--- src/rtl/core/scnt_pkg.sv ---
// ----------------------------------------------------------------------------
// scnt_pkg
// Shared types, widths and constants for the scan cluster nearest-target block.
// ----------------------------------------------------------------------------
package scnt_pkg;

  localparam int MAX_BEAMS   = 4096;
  localparam int MAX_CLUSTER = 15;

  localparam int RANGE_W  = 17;
  localparam int IDX_W    = $clog2(MAX_BEAMS);
  localparam int CENTER_W = IDX_W + 1;
  localparam int COUNT_W  = $clog2(MAX_CLUSTER + 2);
  localparam int SUM_W    = RANGE_W + $clog2(MAX_CLUSTER + 1);
  localparam int PTS_W    = 4;
  localparam int ASTART_W = 19;
  localparam int ASTEP_W  = 14;
  localparam int ANGLE_W  = 27;
  localparam int APROD_W  = CENTER_W + ASTEP_W;

  // mean = (sum * recip) >> RECIP_SHIFT, exact for every sum below 2**SUM_W
  localparam int RECIP_SHIFT = 26;
  localparam int RECIP_W     = 26;
  localparam longint DivOne  = 64'd1 << RECIP_SHIFT;

  localparam int ADDR_W = 5;
  localparam int DATA_W = 32;

  localparam logic [RANGE_W-1:0]  GAP_RESET    = 17'd60;
  localparam logic [PTS_W-1:0]    MIN_RESET    = 4'd3;
  localparam logic [PTS_W-1:0]    MAX_RESET    = 4'd8;
  localparam logic [RANGE_W-1:0]  LIMIT_RESET  = 17'd100000;
  localparam logic [ASTART_W-1:0] ASTART_RESET = 19'h4DBC1; // -205887
  localparam logic [ASTEP_W-1:0]  ASTEP_RESET  = 14'd382;

  typedef enum logic [2:0] {
    REG_GAP    = 3'd0,
    REG_MIN    = 3'd1,
    REG_MAX    = 3'd2,
    REG_LIMIT  = 3'd3,
    REG_ASTART = 3'd4,
    REG_ASTEP  = 3'd5
  } reg_idx_t;

  typedef struct packed {
    logic [RANGE_W-1:0]         gap;
    logic [PTS_W-1:0]           min_pts;
    logic [PTS_W-1:0]           max_pts;
    logic [RANGE_W-1:0]         limit;
    logic signed [ASTART_W-1:0] ang_start;
    logic [ASTEP_W-1:0]         ang_step;
  } cfg_t;

  typedef struct packed {
    logic               wr;
    logic [RANGE_W-1:0] value;
  } limit_upd_t;

  typedef struct packed {
    logic accept;
    logic step;
    logic mul;
    logic cmp;
    logic ang;
    logic emit;
  } cmd_t;

  typedef struct packed {
    logic candidate;
    logic last;
    logic out_free;
  } status_t;

  // ceil(2**26 / n) for the point counts that can qualify
  function automatic logic [RECIP_W-1:0] recip(input logic [3:0] n);
    logic [RECIP_W-1:0] r;
    case (n)
      4'd2:    r = RECIP_W'(DivOne / 2);
      4'd3:    r = RECIP_W'((DivOne + 2) / 3);
      4'd4:    r = RECIP_W'(DivOne / 4);
      4'd5:    r = RECIP_W'((DivOne + 4) / 5);
      4'd6:    r = RECIP_W'((DivOne + 5) / 6);
      4'd7:    r = RECIP_W'((DivOne + 6) / 7);
      4'd8:    r = RECIP_W'(DivOne / 8);
      4'd9:    r = RECIP_W'((DivOne + 8) / 9);
      4'd10:   r = RECIP_W'((DivOne + 9) / 10);
      4'd11:   r = RECIP_W'((DivOne + 10) / 11);
      4'd12:   r = RECIP_W'((DivOne + 11) / 12);
      4'd13:   r = RECIP_W'((DivOne + 12) / 13);
      4'd14:   r = RECIP_W'((DivOne + 13) / 14);
      4'd15:   r = RECIP_W'((DivOne + 14) / 15);
      default: r = '0;
    endcase
    return r;
  endfunction

endpackage

--- src/rtl/core/scnt_regs.sv ---
// ----------------------------------------------------------------------------
// scnt_regs
// APB configuration register file.
// ----------------------------------------------------------------------------
module scnt_regs (
  input  logic                       clk,
  input  logic                       rst,
  input  logic                       psel,
  input  logic                       penable,
  input  logic                       pwrite,
  input  logic [scnt_pkg::ADDR_W-1:0] paddr,
  input  logic [scnt_pkg::DATA_W-1:0] pwdata,
  output logic [scnt_pkg::DATA_W-1:0] prdata,
  output logic                       pready,
  output scnt_pkg::cfg_t             cfg,
  output scnt_pkg::limit_upd_t       limit_upd
);
  import scnt_pkg::*;

  logic     wr_en;
  reg_idx_t idx;

  assign pready = 1'b1;
  assign wr_en  = psel && penable && pwrite;
  assign idx    = reg_idx_t'(paddr[ADDR_W-1:2]);

  assign limit_upd.wr    = wr_en && (idx == REG_LIMIT);
  assign limit_upd.value = pwdata[RANGE_W-1:0];

  always_ff @(posedge clk) begin
    if (rst) begin
      cfg.gap       <= GAP_RESET;
      cfg.min_pts   <= MIN_RESET;
      cfg.max_pts   <= MAX_RESET;
      cfg.limit     <= LIMIT_RESET;
      cfg.ang_start <= ASTART_RESET;
      cfg.ang_step  <= ASTEP_RESET;
    end else if (wr_en) begin
      case (idx)
        REG_GAP:    cfg.gap       <= pwdata[RANGE_W-1:0];
        REG_MIN:    cfg.min_pts   <= pwdata[PTS_W-1:0];
        REG_MAX:    cfg.max_pts   <= pwdata[PTS_W-1:0];
        REG_LIMIT:  cfg.limit     <= pwdata[RANGE_W-1:0];
        REG_ASTART: cfg.ang_start <= pwdata[ASTART_W-1:0];
        REG_ASTEP:  cfg.ang_step  <= pwdata[ASTEP_W-1:0];
        default: ;
      endcase
    end
  end

  always_comb begin
    case (idx)
      REG_GAP:    prdata = DATA_W'(cfg.gap);
      REG_MIN:    prdata = DATA_W'(cfg.min_pts);
      REG_MAX:    prdata = DATA_W'(cfg.max_pts);
      REG_LIMIT:  prdata = DATA_W'(cfg.limit);
      REG_ASTART: prdata = DATA_W'(unsigned'(cfg.ang_start));
      REG_ASTEP:  prdata = DATA_W'(cfg.ang_step);
      default:    prdata = '0;
    endcase
  end

endmodule

--- src/rtl/core/scnt_ctrl.sv ---
// ----------------------------------------------------------------------------
// scnt_ctrl
// Per-word sequencer: step, optional mean/compare, result emission.
// ----------------------------------------------------------------------------
module scnt_ctrl (
  input  logic              clk,
  input  logic              rst,
  input  logic              beam_valid,
  output logic              beam_stall,
  input  scnt_pkg::status_t status,
  output scnt_pkg::cmd_t    cmd
);
  import scnt_pkg::*;

  typedef enum logic [5:0] {
    S_IDLE = 6'b000001,
    S_STEP = 6'b000010,
    S_MUL  = 6'b000100,
    S_CMP  = 6'b001000,
    S_ANG  = 6'b010000,
    S_EMIT = 6'b100000
  } state_t;

  state_t state, state_next;

  assign beam_stall = (state != S_IDLE);

  always_comb begin
    state_next = state;
    cmd        = '0;
    case (state)
      S_IDLE: begin
        if (beam_valid) begin
          cmd.accept = 1'b1;
          state_next = S_STEP;
        end
      end
      S_STEP: begin
        cmd.step = 1'b1;
        if (status.candidate)  state_next = S_MUL;
        else if (status.last)  state_next = S_ANG;
        else                   state_next = S_IDLE;
      end
      S_MUL: begin
        cmd.mul    = 1'b1;
        state_next = S_CMP;
      end
      S_CMP: begin
        cmd.cmp    = 1'b1;
        state_next = status.last ? S_ANG : S_IDLE;
      end
      S_ANG: begin
        cmd.ang    = 1'b1;
        state_next = S_EMIT;
      end
      S_EMIT: begin
        if (status.out_free) begin
          cmd.emit   = 1'b1;
          state_next = S_IDLE;
        end
      end
      default: state_next = S_IDLE;
    endcase
  end

  always_ff @(posedge clk) begin
    if (rst) begin
      state <= S_IDLE;
    end else begin
      state <= state_next;
    end
  end

endmodule

--- src/rtl/core/scnt_dp.sv ---
// ----------------------------------------------------------------------------
// scnt_dp
// Cluster tracking, reciprocal mean, nearest-target keep and angle output.
// ----------------------------------------------------------------------------
module scnt_dp (
  input  logic                           clk,
  input  logic                           rst,
  input  scnt_pkg::cmd_t                 cmd,
  output scnt_pkg::status_t              status,
  input  scnt_pkg::cfg_t                 cfg,
  input  scnt_pkg::limit_upd_t           limit_upd,
  input  logic [scnt_pkg::RANGE_W-1:0]   range_mm,
  input  logic                           range_valid,
  input  logic                           scan_last,
  output logic                           target_valid,
  input  logic                           target_stall,
  output logic                           target_found,
  output logic [scnt_pkg::RANGE_W-1:0]   target_distance_mm,
  output logic signed [scnt_pkg::ANGLE_W-1:0] target_angle_q16
);
  import scnt_pkg::*;

  localparam logic [IDX_W-1:0]   IDX_SAT   = IDX_W'(MAX_BEAMS - 1);
  localparam logic [COUNT_W-1:0] COUNT_SAT = COUNT_W'(MAX_CLUSTER + 1);
  localparam logic [COUNT_W-1:0] COUNT_TOP = COUNT_W'(MAX_CLUSTER);
  localparam int PROD_W = SUM_W + RECIP_W;

  // latched word
  logic [RANGE_W-1:0]  r_in;
  logic                v_in;
  logic                l_in;

  // per-scan state
  logic [IDX_W-1:0]    beam_index;
  logic                cluster_open;
  logic [IDX_W-1:0]    cluster_start_index;
  logic [RANGE_W-1:0]  previous_range;
  logic [SUM_W-1:0]    cluster_sum;
  logic [COUNT_W-1:0]  cluster_count;
  logic [RANGE_W-1:0]  best_distance;
  logic [CENTER_W-1:0] best_center_sum;
  logic                found_flag;

  // mean unit
  logic [SUM_W-1:0]    div_sum;
  logic [RECIP_W-1:0]  div_recip;
  logic [CENTER_W-1:0] div_center;
  logic [PROD_W-1:0]   div_prod;
  logic [APROD_W-1:0]  ang_prod;

  function automatic logic qual(input logic [COUNT_W-1:0] n,
                                input logic [PTS_W-1:0] mn,
                                input logic [PTS_W-1:0] mx);
    return (n >= COUNT_W'(2)) && (n >= COUNT_W'(mn)) && (n <= COUNT_W'(mx)) &&
           (n <= COUNT_TOP);
  endfunction

  logic [IDX_W-1:0]    prev_idx;
  logic [RANGE_W-1:0]  diff;
  logic                close1, q1, q2, open_a;
  logic                open_next;
  logic [IDX_W-1:0]    start_next;
  logic [SUM_W-1:0]    sum_next, base_sum;
  logic [COUNT_W-1:0]  count_next, base_count;
  logic [RANGE_W-1:0]  mean;
  logic signed [ANGLE_W:0] ang_sum;
  logic signed [ANGLE_W-1:0] ang_sat;

  always_comb begin
    prev_idx = (beam_index > cluster_start_index) ? beam_index - IDX_W'(1)
                                                  : cluster_start_index;
    diff   = (r_in > previous_range) ? r_in - previous_range : previous_range - r_in;
    close1 = cluster_open && (!v_in || (diff > cfg.gap));
    q1     = close1 && qual(cluster_count, cfg.min_pts, cfg.max_pts);
    open_a = cluster_open && !close1;

    base_count = open_a ? cluster_count : '0;
    base_sum   = open_a ? cluster_sum : '0;
    if (v_in) begin
      open_next  = 1'b1;
      start_next = open_a ? cluster_start_index : beam_index;
      count_next = (base_count < COUNT_SAT) ? base_count + COUNT_W'(1) : base_count;
      sum_next   = (base_count < COUNT_TOP) ? base_sum + SUM_W'(r_in) : base_sum;
    end else begin
      open_next  = open_a;
      start_next = cluster_start_index;
      count_next = cluster_count;
      sum_next   = cluster_sum;
    end
    // scan end closes the cluster at the current beam
    q2 = l_in && open_next && qual(count_next, cfg.min_pts, cfg.max_pts);
  end

  assign status.candidate = q1 || q2;
  assign status.last      = l_in;
  assign status.out_free  = !target_valid || !target_stall;

  assign mean = div_prod[RECIP_SHIFT +: RANGE_W];

  // angle = start + floor(center * step / 2), clamped to the output width
  always_comb begin
    ang_sum = (ANGLE_W+1)'(cfg.ang_start) +
              signed'({2'b00, ang_prod[APROD_W-1:1]});
    if (ang_sum[ANGLE_W] != ang_sum[ANGLE_W-1])
      ang_sat = ang_sum[ANGLE_W] ? {1'b1, {(ANGLE_W-1){1'b0}}}
                                 : {1'b0, {(ANGLE_W-1){1'b1}}};
    else
      ang_sat = ang_sum[ANGLE_W-1:0];
  end

  always_ff @(posedge clk) begin
    if (cmd.accept) begin
      r_in <= range_mm;
      v_in <= range_valid;
      l_in <= scan_last;
    end
    if (cmd.step) begin
      div_sum    <= q1 ? cluster_sum : sum_next;
      div_recip  <= recip(q1 ? cluster_count[3:0] : count_next[3:0]);
      div_center <= q1 ? CENTER_W'(cluster_start_index) + CENTER_W'(prev_idx)
                       : CENTER_W'(start_next) + CENTER_W'(beam_index);
    end
    if (cmd.mul) div_prod <= div_sum * div_recip;
    if (cmd.ang) ang_prod <= best_center_sum * cfg.ang_step;
    if (cmd.emit) begin
      target_found       <= found_flag;
      target_distance_mm <= best_distance;
      target_angle_q16   <= found_flag ? ang_sat : '0;
    end
  end

  always_ff @(posedge clk) begin
    if (rst) begin
      beam_index          <= '0;
      cluster_open        <= 1'b0;
      cluster_start_index <= '0;
      previous_range      <= '0;
      cluster_sum         <= '0;
      cluster_count       <= '0;
      best_distance       <= LIMIT_RESET;
      best_center_sum     <= '0;
      found_flag          <= 1'b0;
      target_valid        <= 1'b0;
    end else begin
      if (target_valid && !target_stall) target_valid <= 1'b0;
      if (limit_upd.wr && !found_flag) best_distance <= limit_upd.value;
      if (cmd.step) begin
        cluster_open        <= open_next;
        cluster_start_index <= start_next;
        cluster_sum         <= sum_next;
        cluster_count       <= count_next;
        if (v_in) previous_range <= r_in;
        if (!l_in && beam_index < IDX_SAT) beam_index <= beam_index + IDX_W'(1);
      end
      if (cmd.cmp && mean < best_distance) begin
        best_distance   <= mean;
        best_center_sum <= div_center;
        found_flag      <= 1'b1;
      end
      if (cmd.emit) begin
        target_valid        <= 1'b1;
        beam_index          <= '0;
        cluster_open        <= 1'b0;
        cluster_start_index <= '0;
        previous_range      <= '0;
        cluster_sum         <= '0;
        cluster_count       <= '0;
        best_distance       <= cfg.limit;
        best_center_sum     <= '0;
        found_flag          <= 1'b0;
      end
    end
  end

endmodule

--- src/rtl/core/scan_cluster_nearest_target_top.sv ---
// ----------------------------------------------------------------------------
// scan_cluster_nearest_target_top
// Sequence: a beam word is accepted in idle and applied in step; if it closes
//   a qualifying cluster, mul (reciprocal multiply) and cmp (compare against
//   the best mean) follow. On a scan's last beam, ang and emit come next; emit
//   registers the result word once any older target word has been taken.
// Flow: a new beam word is taken only once the sequence is back in idle.
// Reset (rst, synchronous): registers to defaults, per-scan state cleared.
// ----------------------------------------------------------------------------
module scan_cluster_nearest_target_top (
  input  logic                                 clk,
  input  logic                                 rst,
  // configuration port
  input  logic                                 psel,
  input  logic                                 penable,
  input  logic                                 pwrite,
  input  logic [scnt_pkg::ADDR_W-1:0]          paddr,
  input  logic [scnt_pkg::DATA_W-1:0]          pwdata,
  output logic [scnt_pkg::DATA_W-1:0]          prdata,
  output logic                                 pready,
  // beam words
  input  logic                                 beam_valid,
  output logic                                 beam_stall,
  input  logic [scnt_pkg::RANGE_W-1:0]         range_mm,
  input  logic                                 range_valid,
  input  logic                                 scan_last,
  // target words, one per scan
  output logic                                 target_valid,
  input  logic                                 target_stall,
  output logic                                 target_found,
  output logic [scnt_pkg::RANGE_W-1:0]         target_distance_mm,
  output logic signed [scnt_pkg::ANGLE_W-1:0]  target_angle_q16
);
  import scnt_pkg::*;

  cfg_t       cfg;
  limit_upd_t limit_upd;
  cmd_t       cmd;
  status_t    status;

  // register file; the user must write it only while no beam word is in flight (not enforced by the block)
  scnt_regs u_regs (
    .clk       (clk),
    .rst       (rst),
    .psel      (psel),
    .penable   (penable),
    .pwrite    (pwrite),
    .paddr     (paddr),
    .pwdata    (pwdata),
    .prdata    (prdata),
    .pready    (pready),
    .cfg       (cfg),
    .limit_upd (limit_upd)
  );

  // sequencer: idle -> step -> [mul -> cmp] -> [ang -> emit]
  scnt_ctrl u_ctrl (
    .clk        (clk),
    .rst        (rst),
    .beam_valid (beam_valid),
    .beam_stall (beam_stall),
    .status     (status),
    .cmd        (cmd)
  );

  // datapath; the result register decouples the output side so the next
  // scan starts while a target word waits to be taken
  scnt_dp u_dp (
    .clk                (clk),
    .rst                (rst),
    .cmd                (cmd),
    .status             (status),
    .cfg                (cfg),
    .limit_upd          (limit_upd),
    .range_mm           (range_mm),
    .range_valid        (range_valid),
    .scan_last          (scan_last),
    .target_valid       (target_valid),
    .target_stall       (target_stall),
    .target_found       (target_found),
    .target_distance_mm (target_distance_mm),
    .target_angle_q16   (target_angle_q16)
  );

endmodule
--- config.mk ---
export PLATFORM = sky130hd
export DESIGN_NAME = scan_cluster_nearest_target_top
export DESIGN_NICKNAME = d
export VERILOG_FILES = /design/src/rtl/core/scnt_pkg.sv /design/src/rtl/core/scnt_regs.sv /design/src/rtl/core/scnt_ctrl.sv /design/src/rtl/core/scnt_dp.sv /design/src/rtl/core/scan_cluster_nearest_target_top.sv
export SDC_FILE = /design/constraint.sdc
export NUM_CORES = 2
export LEC_CHECK = 0
export ABC_AREA = 1
export BUFFER_PORTS_ARGS = -buffer_cell sky130_fd_sc_hd__buf_2
export CORE_ASPECT_RATIO = 2
export CORE_MARGIN = 3
export CORE_UTILIZATION = 25
export DETAILED_ROUTE_END_ITERATION = 6
export HOLD_SLACK_MARGIN = 0.05
export PLACE_DENSITY_LB_ADDON = 0.05
export SYNTH_ARGS = -nofsm -noshare
export SYNTH_HDL_FRONTEND = slang
export SYNTH_SLANG_ARGS = --single-unit
--- constraint.sdc ---
create_clock -name clk -period 7.84 [get_ports clk]
set_input_delay 2.352 -clock clk [delete_from_list [all_inputs] [get_ports clk]]
set_output_delay 2.352 -clock clk [all_outputs]
set_load 0.1 [all_outputs]
Word-level counts from Yosys, hierarchy flattened
Memories as Yosys holds them, arrays and structs flattened. A register that Yosys moved wholly into a read port is not among the register bits.
Cells that the tools add are included.

operators by class
  multiply operators = 2
  multiplexer cells = 35
  equality and inequality tests = 15
  order comparisons = 15
  divide/modulo/power cells = 0
  add/subtract/negate cells = 9
  shifts and indexed selects = 0
  reduce and logical (&&, ||, !) cells = 40
  bitwise operators = 0

operator list
  cell                   number
  $pmux 19 s6            1
  $mux 21                4
  $mux 17                4
  $mux 27                2
  $mul 21x26->43         1
  $mux 12                3
  $pmux 6 s6             1
  $gt 17x17->1           2
  $sub 17x17->17         2
  $add 19x27->28         1
  $mul 13x14->27         1
  $add 12x12->13         2
  $add 21x17->21         1
  $mux 5                 4
  $logic_and 1x1->1      18
  $mux 6                 3
  $reduce_and 2->1       9
  $lt 17x17->1           1
  $mux 13                1
  $add 12x1->12 const B  1
  $gt 12x12->1           1
  $lt 12x12->1 const B   1
  $sub 12x1->12 const B  1
  $mux 1                 11
  26 further kinds       40

word-level totals
  flip-flop bits (word level) = 349
  bits of input ports = 63
  bits in writable memories = 0
  bits in latches = 0
  bits in read-only memories = 416
  word-level logic and storage cells = 144
  output and inout port bits = 80
  memories kept = 1

memory list
  memory            depth  width  rd ports  clocked after memory_dff  write ports  line            text
  (name not given)  16     26     1         1                         0            scnt_pkg.sv:77  case (n)

Logic depth before layout (Yosys ltp)
  depth in word-level cells = 19
  gate-level depth with buffers = 48

Modules after synthesis
A second synthesis with hierarchy kept.

unflattened totals
  cell total of the unflattened synthesis = 5,597
  area, all modules = 43,980.9 µm²

by module, submodules not included
  module     cells each  area each (µm²)  times used
  scnt_dp    4,964       39,828.2         1
  scnt_regs  573         3,737.3          1
  scnt_ctrl  60          415.4            1

Worst setup path before layout
No wires, ideal clock.

  kind = input-to-output
  start = input paddr[2] in the netlist's numbering
  end = output prdata[10] in the netlist's numbering
  arrival time = 4.429 ns
  slack = 1.059 ns
  stages on the path = 4
  path through = nor2_1 nand2_1 clkbuf_1 o2111ai_1

on the way
  cells in the longest elaborated chain, start to end = 2
  elaborated cells on any way between the ends = 7
  classes of those cells = eq/ne (5); mux (1); reduce/logical (1)

RTL lines
  what                                      line                                   text
  from (decl)                               scan_cluster_nearest_target_top.sv:17  input logic [scnt_pkg::ADDR_W-1:0] paddr,
  $eq 3x3->1, or another cell as far along  scnt_regs.sv:52                        case (idx)
  $pmux 19 s6 *                             scnt_regs.sv:52
  to (decl)                                 scan_cluster_nearest_target_top.sv:19  output logic [scnt_pkg::DATA_W-1:0] prdata,

Mark *: on every way between the ends. The rest lies on a longest branch, timed or not.

Worst setup path in the final report
  start = register u_dp.div_recip[15]
  end = register u_dp.div_prod[41] (data pin)

on the way
  cells in the longest elaborated chain, start to end = 1

RTL lines
  what                  line            text
  from (decl)           scnt_dp.sv:46   logic [RECIP_W-1:0] div_recip;
  $mul 21x26->43        scnt_dp.sv:123  if (cmd.mul) div_prod <= div_sum * div_recip;
  to (signal assigned)  scnt_dp.sv:123
  to (decl)             scnt_dp.sv:48   logic [PROD_W-1:0] div_prod;

Every way passes these cells.
A chain may end at the register's enable or synchronous reset.

==> reports/results.tsv <==
metric	value	unit
synth.ff_latch_count	343	
synth-seq-area-share	19.8	%
mostFrequentLayoutCell	inv_1	
first_global_vias	38400	
gate_count_post_synth	5362	
timing_max_transition_violations_final	0	
track_usage	20.7	%
worst_ep_required_time	8.25	ns
hpwl	154	mm
finalCritPeriodShare	93.3	%
critical_path.endpoint_type	flip-flop	
crit_arrival	7.73	ns
grt_first_pass_wirelength	263	mm
maxClockFrequency	0.137	GHz
dieArea	176000	sq um
power_density	144	nW/um^2
postCtsHoldBufs	0	
tritoncts	done	
clkTransAtPathRegs	0.07	ns
fin_ws	0.523	ns
yosys-mux-area-fraction	0.0234	%
synth_enable_flop_cells	162	
irDropWorstVdd	157	uV
ys_async_sr_fraction	0	%
finalNetCount	6476	
dp_worst_setup_slack	0.570	ns
worst_hold_path_type	reg -> reg	
finalSetupTns	0	ns
synthToLayoutAreaGrowth	11.9	%
clock_root_buffer_master	clkbuf_16	
buffer_ports.inserted	113	
fillCellCount	18700	
drt_via_density	4.48	
grt_antenna_before_repair	13	
postCtsResizedCells	0	
floorplan.initialDensity	25.2	%
fraction_of_the_mapped_netlist_area_in_adder_cells	38.2	%
clock_tree.htree_level_count	2	
detailroute.via_count	34800	
dominantRegCellSynth	dfxtp_1	
layout_cell_share_with_drive_strength_beyond_1	6.63	%
drtIter0Drc	1595	
drt.antenna.violating_nets	0	
timing.clock.skew	0.0490	ns
power.leakage	24.2	nW
grt_max_degree	78	
relSlewSlack	31.9	%
row_count	214	
combined_area_of_all_synthesized_cells	42800	sq um
synthesized_area_fraction_occupied_by_ao_oa_aoi_and_oai_cells	10.4	%
clock_sinks	343	
gp_congestion	0.873	
unrepaired_setup_endpoints_after_global_routing	no	
synth_cell_types	68	
startpoint_type	flip-flop	
remaining_drc_errors	0	
drv_cap	0	
finalHoldViolCount	0	
fin_crit	7.32	ns
outcome	finished clean	
yosys.area_share.xor_xnor	2.50	%
worstMarginPinSlew	1.02	ns
detail_route.wl_per_cell	23.4	um
synthesis.area_per_instance	7.98	sq um
gr-total-overflow	0	
timing.setup.critical_path_class	reg -> reg	
die_h	591	um
cts-root-to-sink-buffers	3	
cts_inserted_buffers	39	
critical_path_peak_fanout	8	
post_cts_buffers	0	
mostFrequentLayoutCells	1238 x inv_1, 1231 x nand2_1, 585 x fa_1, 372 x ha_1, 313 x a21oi_1	
clock_insertion_delay_worst_skew	0.63	ns
finalSetupViolations	0	
postRouteWirelength	181	mm
synth_top_family_by_area	adder cells	
fp.coreArea	170000	sq um
firstDrtPassIters	5	
dieWidth	299	um
number_of_synthesis_warnings	0	
synth_simple_gate_area_share	16.0	%
count_of_boundary_i_o_pins	143	
cells by family after synthesis:
family	after synthesis
AND/OR/NAND/NOR	1690
buffers and inverters	1461
adder cells (fa/ha/maj)	957
AO/OA/AOI/OAI	786
flip-flops	343
XOR/XNOR	122
other	2
multiplexers	1
flip-flops by register name (all words and copies together) (netlist names), 17 cells and up:
register and cells:
u_dp.target_distance_mm 17, u_dp.cluster_sum 21, u_dp.ang_prod 26, u_dp.div_sum 21
u_regs.cfg 75, u_dp.target_angle_q16 27, u_dp.best_distance 17, u_dp.div_prod 17
u_dp.r_in 17, u_dp.div_recip 21, u_dp.previous_range 17
stage by stage:
step | cells | hold WS [ns] | power (mW) | instance area [sq um] | utilization (%)
finish | 7764 | 0.438 | 6.89 | 47900 | 28.2
global route | 7756 | 0.447 | 7.36 | 47800 | 28.1
CTS | 7755 | 0.440 | 7.09 | 47800 | 28.1
detailed placement | 7683 | 0.423 | 4.97 | 46500 | 27.4
global placement | 7683 | 0.421 | 5.00 | 46500 | 27.4
floorplan | 5374 | 0.408 | 3.74 | 42800 | -
layer usage:
layer  vias up  wire (um)  track usage [%]
met3       252       3500             1.24
li1      16700          -                -
met2       512     109000             44.7
met4         6      12700             12.2
met5         -         39                0
met1     17300      56000             18.0
cells in the mapped netlist, drive strengths merged (4+ instances only):
library cell / number / area, sq um
a211oi: 21 / 158
a21boi: 8 / 63.8
a21o: 19 / 143
a21oi: 315 / 1590
a221oi: 5 / 43.8
a31oi: 22 / 138
buf: 50 / 289
clkbuf: 159 / 597
clkinv: 5 / 18.8
dfxtp: 181 / 3620
edfxtp: 162 / 4860
fa: 585 / 11700
ha: 372 / 4650
inv: 1247 / 4680
nand2: 1240 / 4690
nand3: 108 / 551
nand4: 45 / 315
nor2: 232 / 893
nor3: 40 / 216
nor4: 10 / 68.8
o2111ai: 15 / 131
o211ai: 43 / 323
o21a: 5 / 37.5
o21ai: 297 / 1500
o21bai: 8 / 63.8
o221ai: 12 / 105
o31ai: 4 / 30.0
or2: 7 / 43.8
xnor2: 45 / 394
xor2: 77 / 674
cell type report:
class	instances	area (sq um)	area share, %
Multi-Input combinational cell	3570	28800	60.1
Sequential cell	343	8490	17.7
Timing Repair Buffer	250	1710	3.57
Antenna cell	9	22.5	0.0471
Inverter	1252	4700	9.82
Clock inverter	21	251	0.525
Clock buffer	51	1090	2.27
Tap cell	2268	2840	5.93
worst paths after layout:
| check | start | endpoint | slack (ns) | cells past startpoint |
|---|---|---|---|---|
| worst max register to register | u_dp.div_recip[15] | u_dp.div_prod[41] | 0.52 | 20 |
| worst min-delay path | u_dp.best_distance[9] | u_dp.target_distance_mm[9] | 0.44 | 0 |
| worst min register to register | u_dp.best_distance[9] | u_dp.target_distance_mm[9] | 0.44 | 0 |
| worst max-delay path | u_dp.div_recip[15] | u_dp.div_prod[41] | 0.52 | 20 |
power breakdown:
part	internal, mW	switching (mW)	total (mW)
clock	1.15	0.887	2.04
combinational	0.922	1.94	2.87
sequential	1.95	0.0447	1.99
critical path, stage by stage, from the launching register on:
cell,delay [ns]
edfxtp_1,0.79
buf_4,0.26
nand2_1,0.10
fa_1,0.53
inv_1,0.07
fa_1,0.67
inv_1,0.11
fa_1,0.52
fa_1,0.52
fa_1,0.50
inv_1,0.05
fa_1,0.49
fa_1,0.42
ha_1,0.37
nand2_1,0.15
nor2_1,0.24
nand4_1,0.19
or4_1,0.44
o221ai_1,0.30
buf_4,0.19
xor2_1,0.19
Power figures use the tool's default switching activity.
